[src/rtl/pcd_pkg.sv]
// Package for the PNG chunk deframer: parser phases, result kinds, the result record
// and the text sanitising function. Depends on nothing; pcd_walker and the top level import it.
`default_nettype none

package pcd_pkg;

    // Parser phase, one code per part of the file being walked.
    typedef enum logic [2:0] {
        PH_SIG  = 3'd0,
        PH_LEN  = 3'd1,
        PH_TYPE = 3'd2,
        PH_DATA = 3'd3,
        PH_CRC  = 3'd4,
        PH_DONE = 3'd5,
        PH_HALT = 3'd6
    } t_phase;

    // Kind of a result record.
    typedef enum logic [1:0] {
        KIND_HEADER = 2'd0,
        KIND_TEXT   = 2'd1,
        KIND_BADSIG = 2'd2
    } t_kind;

    // One result record as it leaves the parser.
    typedef struct packed {
        t_kind       kind;
        logic [31:0] chunk_offset;
        logic [31:0] chunk_length;
        logic [31:0] chunk_type;
        logic        is_text;
        logic        is_end;
        logic [7:0]  text_byte;
        logic        last_text;
    } t_result;

    // Field counter limits: the signature has eight bytes, the other fields four.
    localparam logic [2:0] SIG_LAST   = 3'd7;
    localparam logic [2:0] FIELD_LAST = 3'd3;

    // PNG file signature, indexed by byte position.
    localparam logic [7:0] PNG_SIG [8] = '{
        8'h89, 8'h50, 8'h4E, 8'h47, 8'h0D, 8'h0A, 8'h1A, 8'h0A
    };

    // Chunk type codes, first character most significant.
    localparam logic [31:0] TYPE_TEXT = 32'h7445_5874;
    localparam logic [31:0] TYPE_ZTXT = 32'h7A54_5874;
    localparam logic [31:0] TYPE_ITXT = 32'h6954_5874;
    localparam logic [31:0] TYPE_IEND = 32'h4945_4E44;

    // Characters touched by sanitising.
    localparam logic [7:0] CH_NUL    = 8'h00;
    localparam logic [7:0] CH_LF     = 8'h0A;
    localparam logic [7:0] CH_SPACE  = 8'h20;
    localparam logic [7:0] CH_DQUOTE = 8'h22;
    localparam logic [7:0] CH_SQUOTE = 8'h27;

    // True for the three textual chunk types.
    function automatic logic is_text_type(input logic [31:0] chunk_type);
        return (chunk_type == TYPE_TEXT) || (chunk_type == TYPE_ZTXT) ||
               (chunk_type == TYPE_ITXT);
    endfunction

    // Newline and NUL become a space, a double quote becomes a single quote.
    function automatic logic [7:0] sanitise(input logic [7:0] c);
        logic [7:0] r;
        r = c;
        if ((c == CH_LF) || (c == CH_NUL)) begin
            r = CH_SPACE;
        end else if (c == CH_DQUOTE) begin
            r = CH_SQUOTE;
        end
        return r;
    endfunction

endpackage

`default_nettype wire

[src/rtl/pcd_if.sv]
// Valid/ready channel interfaces of the PNG chunk deframer: the byte input and the result output.
// Depends on nothing; the top level takes one of each.
`default_nettype none

// Input channel: one file byte a beat.
interface pcd_byte_if;
    logic       valid;
    logic       ready;
    logic [7:0] byte_in;
    logic       file_start;

    modport source (output valid, output byte_in, output file_start, input ready);
    modport sink   (input valid, input byte_in, input file_start, output ready);
endinterface

// Output channel: one result record a beat.
interface pcd_result_if;
    logic        valid;
    logic        ready;
    logic [1:0]  kind;
    logic [31:0] chunk_offset;
    logic [31:0] chunk_length;
    logic [31:0] chunk_type;
    logic        is_text;
    logic        is_end;
    logic [7:0]  text_byte;
    logic        last_text;

    modport source (output valid, output kind, output chunk_offset, output chunk_length,
                    output chunk_type, output is_text, output is_end, output text_byte,
                    output last_text, input ready);
    modport sink   (input valid, input kind, input chunk_offset, input chunk_length,
                    input chunk_type, input is_text, input is_end, input text_byte,
                    input last_text, output ready);
endinterface

`default_nettype wire

[src/rtl/pcd_walker.sv]
// Chunk walker of the PNG chunk deframer: parser state and the result of each byte.
// Depends on pcd_pkg.
`default_nettype none

module pcd_walker
    import pcd_pkg::*;
#(
    parameter int OFFSET_BITS = 32
) (
    input  wire logic    i_clk,
    input  wire logic    i_rst_n,
    input  wire logic    i_take,
    input  wire logic [7:0] i_byte,
    input  wire logic    i_file_start,
    output logic         o_has_result,
    output t_result      o_result
);

    t_phase                 r_phase, n_phase;
    logic [2:0]             r_field_count, n_field_count;
    logic [31:0]            r_length_acc, n_length_acc;
    logic [31:0]            r_type_acc, n_type_acc;
    logic [31:0]            r_data_left, n_data_left;
    logic [OFFSET_BITS-1:0] r_byte_offset, n_byte_offset;
    logic [31:0]            r_chunk_start, n_chunk_start;
    logic                   r_text_flag, n_text_flag;

    // State as seen by this byte: a file start restarts from the reset values.
    t_phase                 cur_phase;
    logic [2:0]             cur_field_count;
    logic [31:0]            cur_length_acc;
    logic [31:0]            cur_type_acc;
    logic [31:0]            cur_data_left;
    logic [OFFSET_BITS-1:0] cur_pos;
    logic [31:0]            cur_chunk_start;
    logic                   cur_text_flag;
    logic [63:0]            pos_wide;

    // State register, advanced once for each accepted byte.
    always_ff @(posedge i_clk) begin
        if (!i_rst_n) begin
            r_phase       <= PH_SIG;
            r_field_count <= '0;
            r_length_acc  <= '0;
            r_type_acc    <= '0;
            r_data_left   <= '0;
            r_byte_offset <= '0;
            r_chunk_start <= '0;
            r_text_flag   <= 1'b0;
        end else if (i_take) begin
            r_phase       <= n_phase;
            r_field_count <= n_field_count;
            r_length_acc  <= n_length_acc;
            r_type_acc    <= n_type_acc;
            r_data_left   <= n_data_left;
            r_byte_offset <= n_byte_offset;
            r_chunk_start <= n_chunk_start;
            r_text_flag   <= n_text_flag;
        end
    end

    // Next state and result for the byte on offer.
    always_comb begin
        cur_phase       = i_file_start ? PH_SIG : r_phase;
        cur_field_count = i_file_start ? 3'd0 : r_field_count;
        cur_length_acc  = i_file_start ? 32'd0 : r_length_acc;
        cur_type_acc    = i_file_start ? 32'd0 : r_type_acc;
        cur_data_left   = i_file_start ? 32'd0 : r_data_left;
        cur_pos         = i_file_start ? '0 : r_byte_offset;
        cur_chunk_start = i_file_start ? 32'd0 : r_chunk_start;
        cur_text_flag   = i_file_start ? 1'b0 : r_text_flag;
        pos_wide        = 64'(cur_pos);

        n_phase       = cur_phase;
        n_field_count = cur_field_count;
        n_length_acc  = cur_length_acc;
        n_type_acc    = cur_type_acc;
        n_data_left   = cur_data_left;
        n_byte_offset = cur_pos + OFFSET_BITS'(1);
        n_chunk_start = cur_chunk_start;
        n_text_flag   = cur_text_flag;

        o_has_result = 1'b0;
        o_result     = '0;

        unique case (cur_phase)
            PH_SIG: begin
                if (i_byte != PNG_SIG[cur_field_count]) begin
                    n_phase         = PH_HALT;
                    n_field_count   = 3'd0;
                    o_has_result    = 1'b1;
                    o_result.kind   = KIND_BADSIG;
                end else if (cur_field_count == SIG_LAST) begin
                    n_field_count = 3'd0;
                    n_phase       = PH_LEN;
                end else begin
                    n_field_count = cur_field_count + 3'd1;
                end
            end
            PH_LEN: begin
                if (cur_field_count == 3'd0) begin
                    n_chunk_start = pos_wide[31:0];
                end
                n_length_acc = {cur_length_acc[23:0], i_byte};
                if (cur_field_count == FIELD_LAST) begin
                    n_field_count = 3'd0;
                    n_phase       = PH_TYPE;
                end else begin
                    n_field_count = cur_field_count + 3'd1;
                end
            end
            PH_TYPE: begin
                n_type_acc = {cur_type_acc[23:0], i_byte};
                if (cur_field_count != FIELD_LAST) begin
                    n_field_count = cur_field_count + 3'd1;
                end else begin
                    n_field_count = 3'd0;
                    n_text_flag   = is_text_type(n_type_acc);
                    n_data_left   = cur_length_acc;
                    if (n_type_acc == TYPE_IEND) begin
                        n_phase = PH_DONE;
                    end else if (cur_length_acc == 32'd0) begin
                        n_phase = PH_CRC;
                    end else begin
                        n_phase = PH_DATA;
                    end
                    o_has_result          = 1'b1;
                    o_result.kind         = KIND_HEADER;
                    o_result.chunk_offset = cur_chunk_start;
                    o_result.chunk_length = cur_length_acc;
                    o_result.chunk_type   = n_type_acc;
                    o_result.is_text      = n_text_flag;
                    o_result.is_end       = (n_type_acc == TYPE_IEND);
                end
            end
            PH_DATA: begin
                n_data_left = cur_data_left - 32'd1;
                if (n_data_left == 32'd0) begin
                    n_phase = PH_CRC;
                end
                if (cur_text_flag) begin
                    o_has_result          = 1'b1;
                    o_result.kind         = KIND_TEXT;
                    o_result.chunk_offset = cur_chunk_start;
                    o_result.chunk_length = cur_length_acc;
                    o_result.chunk_type   = cur_type_acc;
                    o_result.is_text      = 1'b1;
                    o_result.is_end       = (cur_type_acc == TYPE_IEND);
                    o_result.text_byte    = sanitise(i_byte);
                    o_result.last_text    = (n_data_left == 32'd0);
                end
            end
            PH_CRC: begin
                if (cur_field_count == FIELD_LAST) begin
                    n_field_count = 3'd0;
                    n_phase       = PH_LEN;
                end else begin
                    n_field_count = cur_field_count + 3'd1;
                end
            end
            PH_DONE, PH_HALT: begin
                // Bytes are swallowed until the next file start.
            end
            default: begin
            end
        endcase
    end

endmodule

`default_nettype wire

[src/rtl/png_chunk_deframer.sv]
// Top level of the PNG chunk deframer: byte channel in, result channel out, two-entry result
// buffer. Depends on pcd_pkg, pcd_if (channel interfaces) and pcd_walker.
//
//  Channel    Dir  Beat                              Rate
//  i_byte     in   one file byte, file start flag    up to one beat per cycle
//  o_result   out  one header, text or error record  at most one per input beat
//
// Each byte is parsed in the cycle it is accepted and its record, if any, is registered at
// that edge. The record appears on o_result in the cycle after its byte when the main register
// is free, and later when it has to wait behind a held record. A byte can be taken every
// cycle: i_byte.ready falls only when both result registers are full, which the two-entry
// buffer behind the walker sets. Reset is synchronous on i_rst_n; a set file start flag
// restarts the parser with that byte as byte 0 of a new file.
`default_nettype none

module png_chunk_deframer
    import pcd_pkg::*;
#(
    parameter int OFFSET_BITS = 32
) (
    input  wire logic      i_clk,
    input  wire logic      i_rst_n,
    pcd_byte_if.sink       i_byte,
    pcd_result_if.source   o_result
);

    logic    take;
    logic    has_result;
    logic    push;
    logic    pop;
    t_result new_result;

    // Main output register and the skid register behind it.
    logic    r_main_valid;
    logic    r_skid_valid;
    t_result r_main;
    t_result r_skid;

    assign i_byte.ready = !r_skid_valid;
    assign take         = i_byte.valid && i_byte.ready;
    assign push         = take && has_result;
    assign pop          = r_main_valid && o_result.ready;

    pcd_walker #(
        .OFFSET_BITS (OFFSET_BITS)
    ) u_walker (
        .i_clk        (i_clk),
        .i_rst_n      (i_rst_n),
        .i_take       (take),
        .i_byte       (i_byte.byte_in),
        .i_file_start (i_byte.file_start),
        .o_has_result (has_result),
        .o_result     (new_result)
    );

    // Valid flags of the result buffer.
    always_ff @(posedge i_clk) begin
        if (!i_rst_n) begin
            r_main_valid <= 1'b0;
            r_skid_valid <= 1'b0;
        end else if (r_skid_valid) begin
            if (pop) begin
                r_skid_valid <= 1'b0;
            end
        end else if (push) begin
            if (r_main_valid && !pop) begin
                r_skid_valid <= 1'b1;
            end else begin
                r_main_valid <= 1'b1;
            end
        end else if (pop) begin
            r_main_valid <= 1'b0;
        end
    end

    // Payload of the result buffer: a new record goes to the skid register only when
    // the main register is full and held.
    always_ff @(posedge i_clk) begin
        if (r_skid_valid) begin
            if (pop) begin
                r_main <= r_skid;
            end
        end else if (push) begin
            if (r_main_valid && !pop) begin
                r_skid <= new_result;
            end else begin
                r_main <= new_result;
            end
        end
    end

    // Output beat.
    assign o_result.valid        = r_main_valid;
    assign o_result.kind         = r_main.kind;
    assign o_result.chunk_offset = r_main.chunk_offset;
    assign o_result.chunk_length = r_main.chunk_length;
    assign o_result.chunk_type   = r_main.chunk_type;
    assign o_result.is_text      = r_main.is_text;
    assign o_result.is_end       = r_main.is_end;
    assign o_result.text_byte    = r_main.text_byte;
    assign o_result.last_text    = r_main.last_text;

endmodule

`default_nettype wire

[src/flat_wrapper.sv]
// flat-port wrapper written by rule: the top's interface ports become plain ports
module png_chunk_deframer_flat import pcd_pkg::*;
#(
    parameter int OFFSET_BITS = 32
)
  (i_clk, i_rst_n, i_byte_valid, i_byte_byte_in, i_byte_file_start, i_byte_ready, o_result_valid, o_result_kind, o_result_chunk_offset, o_result_chunk_length, o_result_chunk_type, o_result_is_text, o_result_is_end, o_result_text_byte, o_result_last_text, o_result_ready);
  pcd_byte_if i_byte_i ();
  pcd_result_if o_result_i ();
  input  wire logic i_clk;
  input  wire logic i_rst_n;
  input wire logic [$bits(i_byte_i.valid)-1:0] i_byte_valid;
  input wire logic [$bits(i_byte_i.byte_in)-1:0] i_byte_byte_in;
  input wire logic [$bits(i_byte_i.file_start)-1:0] i_byte_file_start;
  output wire logic [$bits(i_byte_i.ready)-1:0] i_byte_ready;
  output wire logic [$bits(o_result_i.valid)-1:0] o_result_valid;
  output wire logic [$bits(o_result_i.kind)-1:0] o_result_kind;
  output wire logic [$bits(o_result_i.chunk_offset)-1:0] o_result_chunk_offset;
  output wire logic [$bits(o_result_i.chunk_length)-1:0] o_result_chunk_length;
  output wire logic [$bits(o_result_i.chunk_type)-1:0] o_result_chunk_type;
  output wire logic [$bits(o_result_i.is_text)-1:0] o_result_is_text;
  output wire logic [$bits(o_result_i.is_end)-1:0] o_result_is_end;
  output wire logic [$bits(o_result_i.text_byte)-1:0] o_result_text_byte;
  output wire logic [$bits(o_result_i.last_text)-1:0] o_result_last_text;
  input wire logic [$bits(o_result_i.ready)-1:0] o_result_ready;
  assign i_byte_i.valid = i_byte_valid;
  assign i_byte_i.byte_in = i_byte_byte_in;
  assign i_byte_i.file_start = i_byte_file_start;
  assign i_byte_ready = i_byte_i.ready;
  assign o_result_valid = o_result_i.valid;
  assign o_result_kind = o_result_i.kind;
  assign o_result_chunk_offset = o_result_i.chunk_offset;
  assign o_result_chunk_length = o_result_i.chunk_length;
  assign o_result_chunk_type = o_result_i.chunk_type;
  assign o_result_is_text = o_result_i.is_text;
  assign o_result_is_end = o_result_i.is_end;
  assign o_result_text_byte = o_result_i.text_byte;
  assign o_result_last_text = o_result_i.last_text;
  assign o_result_i.ready = o_result_ready;
  png_chunk_deframer #(.OFFSET_BITS(OFFSET_BITS)) u_core (.i_clk(i_clk), .i_rst_n(i_rst_n), .i_byte(i_byte_i), .o_result(o_result_i));
endmodule
[config.mk]
export PLATFORM = sky130hd
export DESIGN_NAME = png_chunk_deframer_flat
export DESIGN_NICKNAME = d
export VERILOG_FILES = /design/src/rtl/pcd_pkg.sv /design/src/rtl/pcd_if.sv /design/src/rtl/pcd_walker.sv /design/src/rtl/png_chunk_deframer.sv /design/src/flat_wrapper.sv
export SDC_FILE = /design/constraint.sdc
export NUM_CORES = 1
export LEC_CHECK = 0
export BUFFER_PORTS_ARGS = -buffer_cell sky130_fd_sc_hd__buf_2
export CORE_ASPECT_RATIO = 0.6
export CORE_MARGIN = 4
export CORE_UTILIZATION = 68
export CTS_BUF_LIST = sky130_fd_sc_hd__clkbuf_8
export CTS_CLUSTER_DIAMETER = 100
export CTS_CLUSTER_SIZE = 40
export DETAILED_ROUTE_END_ITERATION = 8
export PLACE_DENSITY = 0.89
export SYNTH_ARGS = -nofsm -noshare
export SYNTH_HDL_FRONTEND = slang
export SYNTH_HIERARCHICAL = 1
export SYNTH_SLANG_ARGS = --single-unit
[constraint.sdc]
create_clock -name i_clk -period 31.2 [get_ports i_clk]
set_clock_uncertainty 0.1 [all_clocks]
set_input_delay 4.68 -clock i_clk [delete_from_list [all_inputs] [get_ports i_clk]]
set_output_delay 4.68 -clock i_clk [all_outputs]
set_load 0.03 [all_outputs]
Word-level counts from Yosys, hierarchy flattened
Memory sizes are Yosys's and may differ from the RTL's.
Cells that the tools add are included.
{"block": "word_totals", "mem_bits_ro": 64, "latch_bits": 0, "reg_bits": 387, "ram_bits": 0, "in_bits": 13, "memories": 1, "word_cells": 126, "output_inout_bits": 111}
{"memory": "(name not given)", "depth": 8, "width": 8, "rd": 1, "rd_clocked_by_memory_dff": 0, "write_ports": 0, "line_no": "pcd_walker.sv:88", "source": "if (i_byte != PNG_SIG[cur_field_count]) begin"}
{"block": "op_classes", "add_sub_neg": 3, "n_eq_ne": 18, "order_cmp": 1, "bitwise": 2, "n_shift": 0, "reduce_logical": 20, "n_div": 0, "muxes": 55, "n_mul": 0}
{"op": "$mux W109", "count": 4}
{"op": "$mux W32", "count": 10}
{"op": "$pmux W98 S2", "count": 1}
{"op": "$eq A32 B31 Y1 const B", "count": 5}
{"op": "$mux W108", "count": 1}
{"op": "$mux W98", "count": 1}
{"op": "$logic_not A32 Y1", "count": 2}
{"op": "$pmux W32 S2", "count": 1}
{"op": "$mux W3", "count": 14}
{"op": "$add A32 B1 Y32 const B", "count": 1}
{"op": "$mux W8", "count": 4}
{"op": "$sub A32 B1 Y32 const B", "count": 1}
{"op": "$pmux W3 S5", "count": 1}
{"op": "$mux W1", "count": 13}
{"op": "$eq A3 B2 Y1 const B", "count": 3}
{"op": "$mux W9", "count": 1}
{"op": "$pmux W3 S3", "count": 1}
{"op": "$reduce_and A3 Y1", "count": 3}
{"op": "$eq A8 B4 Y1 const B", "count": 1}
{"op": "$eq A8 B6 Y1 const B", "count": 1}
{"op": "$logic_not A8 Y1", "count": 1}
{"op": "$ne A8 B8 Y1", "count": 1}
{"op": "$eq A3 B3 Y1 const B", "count": 2}
{"op": "$logic_not A3 Y1", "count": 2}
{"op": "16 further kinds", "count": 24}

Depth between registers and ports, before layout
{"block": "logic_depth", "ltp_word": 11, "mapped_depth": 16, "depth_no_buf": 11}

By module
Netlist, hierarchy kept.
{"mod": "pcd_walker", "n_inst": 1, "seq_area_each_um2": 3343.2, "area_each_um2": 10002.1, "cells_per_inst": 1328}
{"mod": "png_chunk_deframer", "n_inst": 1, "seq_area_each_um2": 6586.3, "area_each_um2": 8262.9, "cells_per_inst": 355}

Least setup slack after synthesis
Ideal clock, no wire load.
{"block": "synth_path", "kind": "input to register", "startpoint": "in i_byte_file_start", "endpoint": "reg u_core/r_skid[0] (netlist name), enable pin", "arrival_ps": 15013, "setup_ps": 735, "cell_stages": 13, "path_buffers": 4, "required_ps": 30365, "slack_ps": 15352, "path_cell_list": "clkbuf_1 -> clkbuf_1 -> nor2b_1 -> ha_1 -> ha_1 -> clkbuf_1 -> nand2_1 -> nor2_1 -> nor2_1 -> clkbuf_1 -> nand2_1 -> nand3_1 -> nor3b_1"}
{"block": "synth_between", "elab_chain_len": 10, "elab_cells_between_ends": 18, "classes_between": "4 x eq/ne; 9 x mux; 1 x bitwise; 3 x reduce/logical; 1 x memory"}
{"item": "start: declaration", "line_no": "flat_wrapper.sv:13", "source": "input wire logic [$bits(i_byte_i.file_start)-1:0] i_byte_file_start;"}
{"item": "$mux W3", "line_no": "pcd_walker.sv:65", "source": "cur_field_count = i_file_start ? 3'd0 : r_field_count;"}
{"item": "$not A3 Y4 (implied by the code)", "line_no": "pcd_walker.sv:88"}
{"item": "$mem_v2 Z8 W8"}
{"item": "$mux W8 (implied by the code) (2 in series)", "line_no": "pcd_walker.sv:88"}
{"item": "$ne A8 B8 Y1", "line_no": "pcd_walker.sv:88"}
{"item": "$mux W1", "line_no": "pcd_walker.sv:88"}
{"item": "$pmux W1 S3 *", "line_no": "pcd_walker.sv:86", "source": "unique case (cur_phase)"}
{"item": "via u_core.has_result", "line_no": "png_chunk_deframer.sv:28", "source": "logic has_result;"}
{"item": "$logic_and A1 B1 Y1 *", "line_no": "png_chunk_deframer.sv:41", "source": "assign push = take && has_result;"}
{"item": "$reduce_and A3 Y1 (no line) *"}
{"item": "end signal: assignment", "line_no": "png_chunk_deframer.sv:85", "source": "r_skid <= new_result;"}
{"item": "end: declaration", "line_no": "png_chunk_deframer.sv:37", "source": "t_result r_skid;"}
Mark *: on every way through the listed nets, which the timed path passes. The rest lies on a longest branch. The select of a mux whose other input is x is not followed.
A chain may end at the register's enable or synchronous reset.

Worst setup path after layout
{"block": "layout_path", "startpoint": "in i_byte_file_start", "endpoint": "reg u_core/r_skid[45] (netlist name), enable pin"}
The elaborated chain is that of the path after synthesis.

==> flow_summary.toml <==
[clock_tree]
post_cts_buffers = 0
clock-root-buffer = "clkbuf_8"
cts_buffers = 13
cts_resized = 0
cts_tree = "yes"
insertion_delay_ns = 0.62
clockBufferDepth = 3
hold_buffers = 0
clkSinkCount = 387
h-tree-depth = 1
path_clk_slew_ns = 0.21

[sta]
finalCritPeriodShare_pct = 30.74
finalWorstSetupSlack_ns = 21.61
finalSetupViolCount = 0
fmax_mhz = 104.3
hold_viol = 0
rsz0062_at_grt = "no"
relSlewSlack_pct = 12.39
worst_slew_pin_slew_ns = 1.314
drv_slew = 0
setup_tns_ns = 0
hold_ws_ns = 0.3800
fin_crit_ns = 9.592

[power_and_ir_drop]
leakage_nw = 6.789
p_switching_uw = 238.7
pwr-share-clk_pct = 21.1
power_frac_seq_pct = 65.4
p_per_area_mw_per_mm2 = 45.24
p_sw_share_pct = 27.52
p_comb_share_pct = 13.5
p_int_uw = 628.7
vdd_drop_max_mv = 0.03395

[synth]
synth_compound_area_share_pct = 13.26
synth-seq-cells = 387
yosys_warnings = 6
synth.net_count = 1707
synth_area_leaders = "edfxtp_1 (36%), dfxtp_1 (19%), mux2_4 (5.5%)"
synthFlopType = "edfxtp_1"
synth_xor_area_share_pct = 1.295
yosysSeqAreaShare_pct = 54.36
synth_cell_type_count = 78
syn_area_mm2 = 0.01827
synth-edff-count = 218
synth_top_family_by_area = "simple AND/OR/NAND/NOR gates"
yosys.area.top_type_share_pct = 35.84
synthCells = 1683
async_flop_share_pct = 0
synth.most_common_cell = "edfxtp_1"
yosys.area_share.adder_pct = 0.7535
synth_common_cells = "edfxtp_1 (218), dfxtp_1 (169), nor2_1 (162), nand2_1 (141), clkbuf_1 (104)"
synth_simple_gate_area_share_pct = 17.32
yosys.area.top_type = "edfxtp_1"
syn_area_per_cell_um2 = 10.85
synthMuxAreaShare_pct = 9.138

[grt]
grt_pass1_vias = 12650
grt_overflow_total = 0
grt_pass1_wl_um = 74510
grt_max_degree = 92
antenna_found_initial = 2
grt_usage_pct = 32.02

[layout]
syn2layout_area_growth_pct = 4.980
layout.nets = 1737
drive_gt1_share_pct = 17.45
diodes = 0
final_core_util_pct = 72.58

[place]
dp_hpwl_um = 33830
port_buffers = 123
place_congestion = 1.013
preCtsSetupSlack_ns = 21.15

[die]
pin_count = 124
start_util_pct = 69.14
die_w_um = 219.6
die_area_mm2 = 0.02963
fp.coreArea_mm2 = 0.02642
rows = 46
die_h_um = 135.0

[route]
drt_first_pass_iters = 6
drc = 0
post_drt_wl_per_cell_um = 23.41
drt_iter0_drc = 1998
vias_per_cell = 6.793
ant_nets = 0
vias = 14120
routed_wl_um = 48670

[setup_path]
cp_slowest_cell = "buf_4"
worst_path_most_repeated_cell = "buf_4"
startpoint_type = "primary input"
worst_path_largest_cell_delay_ns = 0.80
crit_chain = "buf_2 -> buf_4 -> nor2b_1 -> inv_1 -> ha_1 -> xor2_1 -> o22ai_1 -> a221o_1 -> o2111ai_1 -> o21ai_0 -> nand2_1 -> nand3_1 -> nor3b_2 -> buf_4 -> buf_4"
arrival_ns = 9.71
r2r_slack_ns = 25.77
critPathKind = "in -> reg"
reg2regPathDepth = 11
required_ns = 31.32
rr_startpoint = "u_core/u_walker/r_phase[1]$_SDFFE_PN0P_"
end_kind = "register"
cp_max_fo = 72
r2r-end = "u_core/r_skid[45]$_DFFE_PP_"

[run]
max_cap_viol_count = 0

[min_path]
min_to = "u_core/u_walker/r_chunk_start[0]$_SDFFE_PN0P_"
hold_path.class = "reg -> reg"
worst_hold_path.num_cells = 2
hold_path_startpoint = "u_core/u_walker/r_chunk_start[0]$_SDFFE_PN0P_"

[outcome]
status = "finished clean"
==> flip-flops by register name, indices dropped and copies added, names as in the netlist, 2 cells and up <==
signal,cells
u_core/o_result.chunk_offset,32
u_core/o_result.chunk_length,32
u_core/u_walker/r_field_count,3
u_core/u_walker/r_phase,3
u_core/u_walker/r_type_acc,32
u_core/u_walker/r_data_left,32
u_core/o_result.kind,2
u_core/u_walker/r_chunk_start,32
u_core/o_result.chunk_type,32
u_core/u_walker/r_byte_offset,32
u_core/r_skid,109
u_core/u_walker/r_length_acc,32
u_core/o_result.text_byte,8
==> how the worst max path moves through the flow <==
stage                 startpoint                           to  slack (ns)  depth (start not counted)
6_report       i_byte_file_start  u_core/r_skid[45]$_DFFE_PP_       21.61                         15
5_1_grt        i_byte_file_start  u_core/r_skid[58]$_DFFE_PP_       21.40                         15
4_1_cts        i_byte_file_start   u_core/r_skid[9]$_DFFE_PP_       21.77                         15
3_5_place_dp   i_byte_file_start   u_core/r_skid[8]$_DFFE_PP_       21.15                         15
3_3_place_gp   i_byte_file_start  u_core/r_skid[14]$_DFFE_PP_       21.36                         15
2_1_floorplan  i_byte_file_start   u_core/r_skid[0]$_DFFE_PP_       15.35                         13
==> per-stage QoR <==
stage,cell area [um^2],instances,total power [mW]
final,19170,2079,0.8675
after global routing,19170,2079,0.8979
after CTS,19170,2079,0.8672
after detailed placement,18950,2058,0.6923
after global placement,18950,2058,0.6897
after floorplan,18270,1683,0.6636
==> metal layers <==
metal  share of wire, %  global-route usage [%]  vias up
met5                  0                       0        -
met4                1.7                   5.193        0
met3                 14                   10.28       79
met2                 40                   43.32      911
met1                 44                   51.09     6856
li1                   -                       -     6276
==> area by class of cell <==
class,count,area (um^2)
flip-flops and latches,387,9933
fillers,1799,7243
clock inverters,8,42.54
well taps,360,450.4
clock buffers,13,178.9
repair buffers,146,788.3
inverters,29,111.4
multi-input cells,1136,7670
==> power by group through the flow <==
stage / Sequential (mW) / Combinational [mW] / Clock (mW)
2_1_floorplan: 0.600 / 0.0638 / 0
3_3_place_gp: 0.577 / 0.113 / 0
3_5_place_dp: 0.578 / 0.114 / 0
4_1_cts: 0.567 / 0.115 / 0.186
5_1_grt: 0.569 / 0.124 / 0.205
6_report: 0.568 / 0.117 / 0.183
==> placed cells by master, fill, tap and decap left out, drive strengths merged, types with 30 or more instances in the layout <==
master  instances
buf           146
nand3          60
a22o           33
nor2          162
inv            36
o21ai          62
a22oi          74
nand2         141
mux2          109
nor2b          79
dfxtp         169
a21oi          78
edfxtp        218
nor4           30
==> kinds of logic after synthesis <==
| logic type | Yosys count |
|---|---|
| AND/OR/NAND/NOR | 616 |
| XOR/XNOR | 27 |
| adder cells (fa/ha/maj) | 11 |
| AO/OA/AOI/OAI | 354 |
| flip-flops | 387 |
| buffers and inverters | 160 |
| multiplexers | 128 |
==> critical path, delay by kind of cell <==
family	cells	cell delay [ns]
buffers and inverters	5	2.53
adders and majority gates	1	0.33
and+or+nand+nor	4	0.81
AOI/OAI and AO/OA	4	1.05
xor gates and xnor gates	1	0.17
Power figures use the tool's default switching activity.
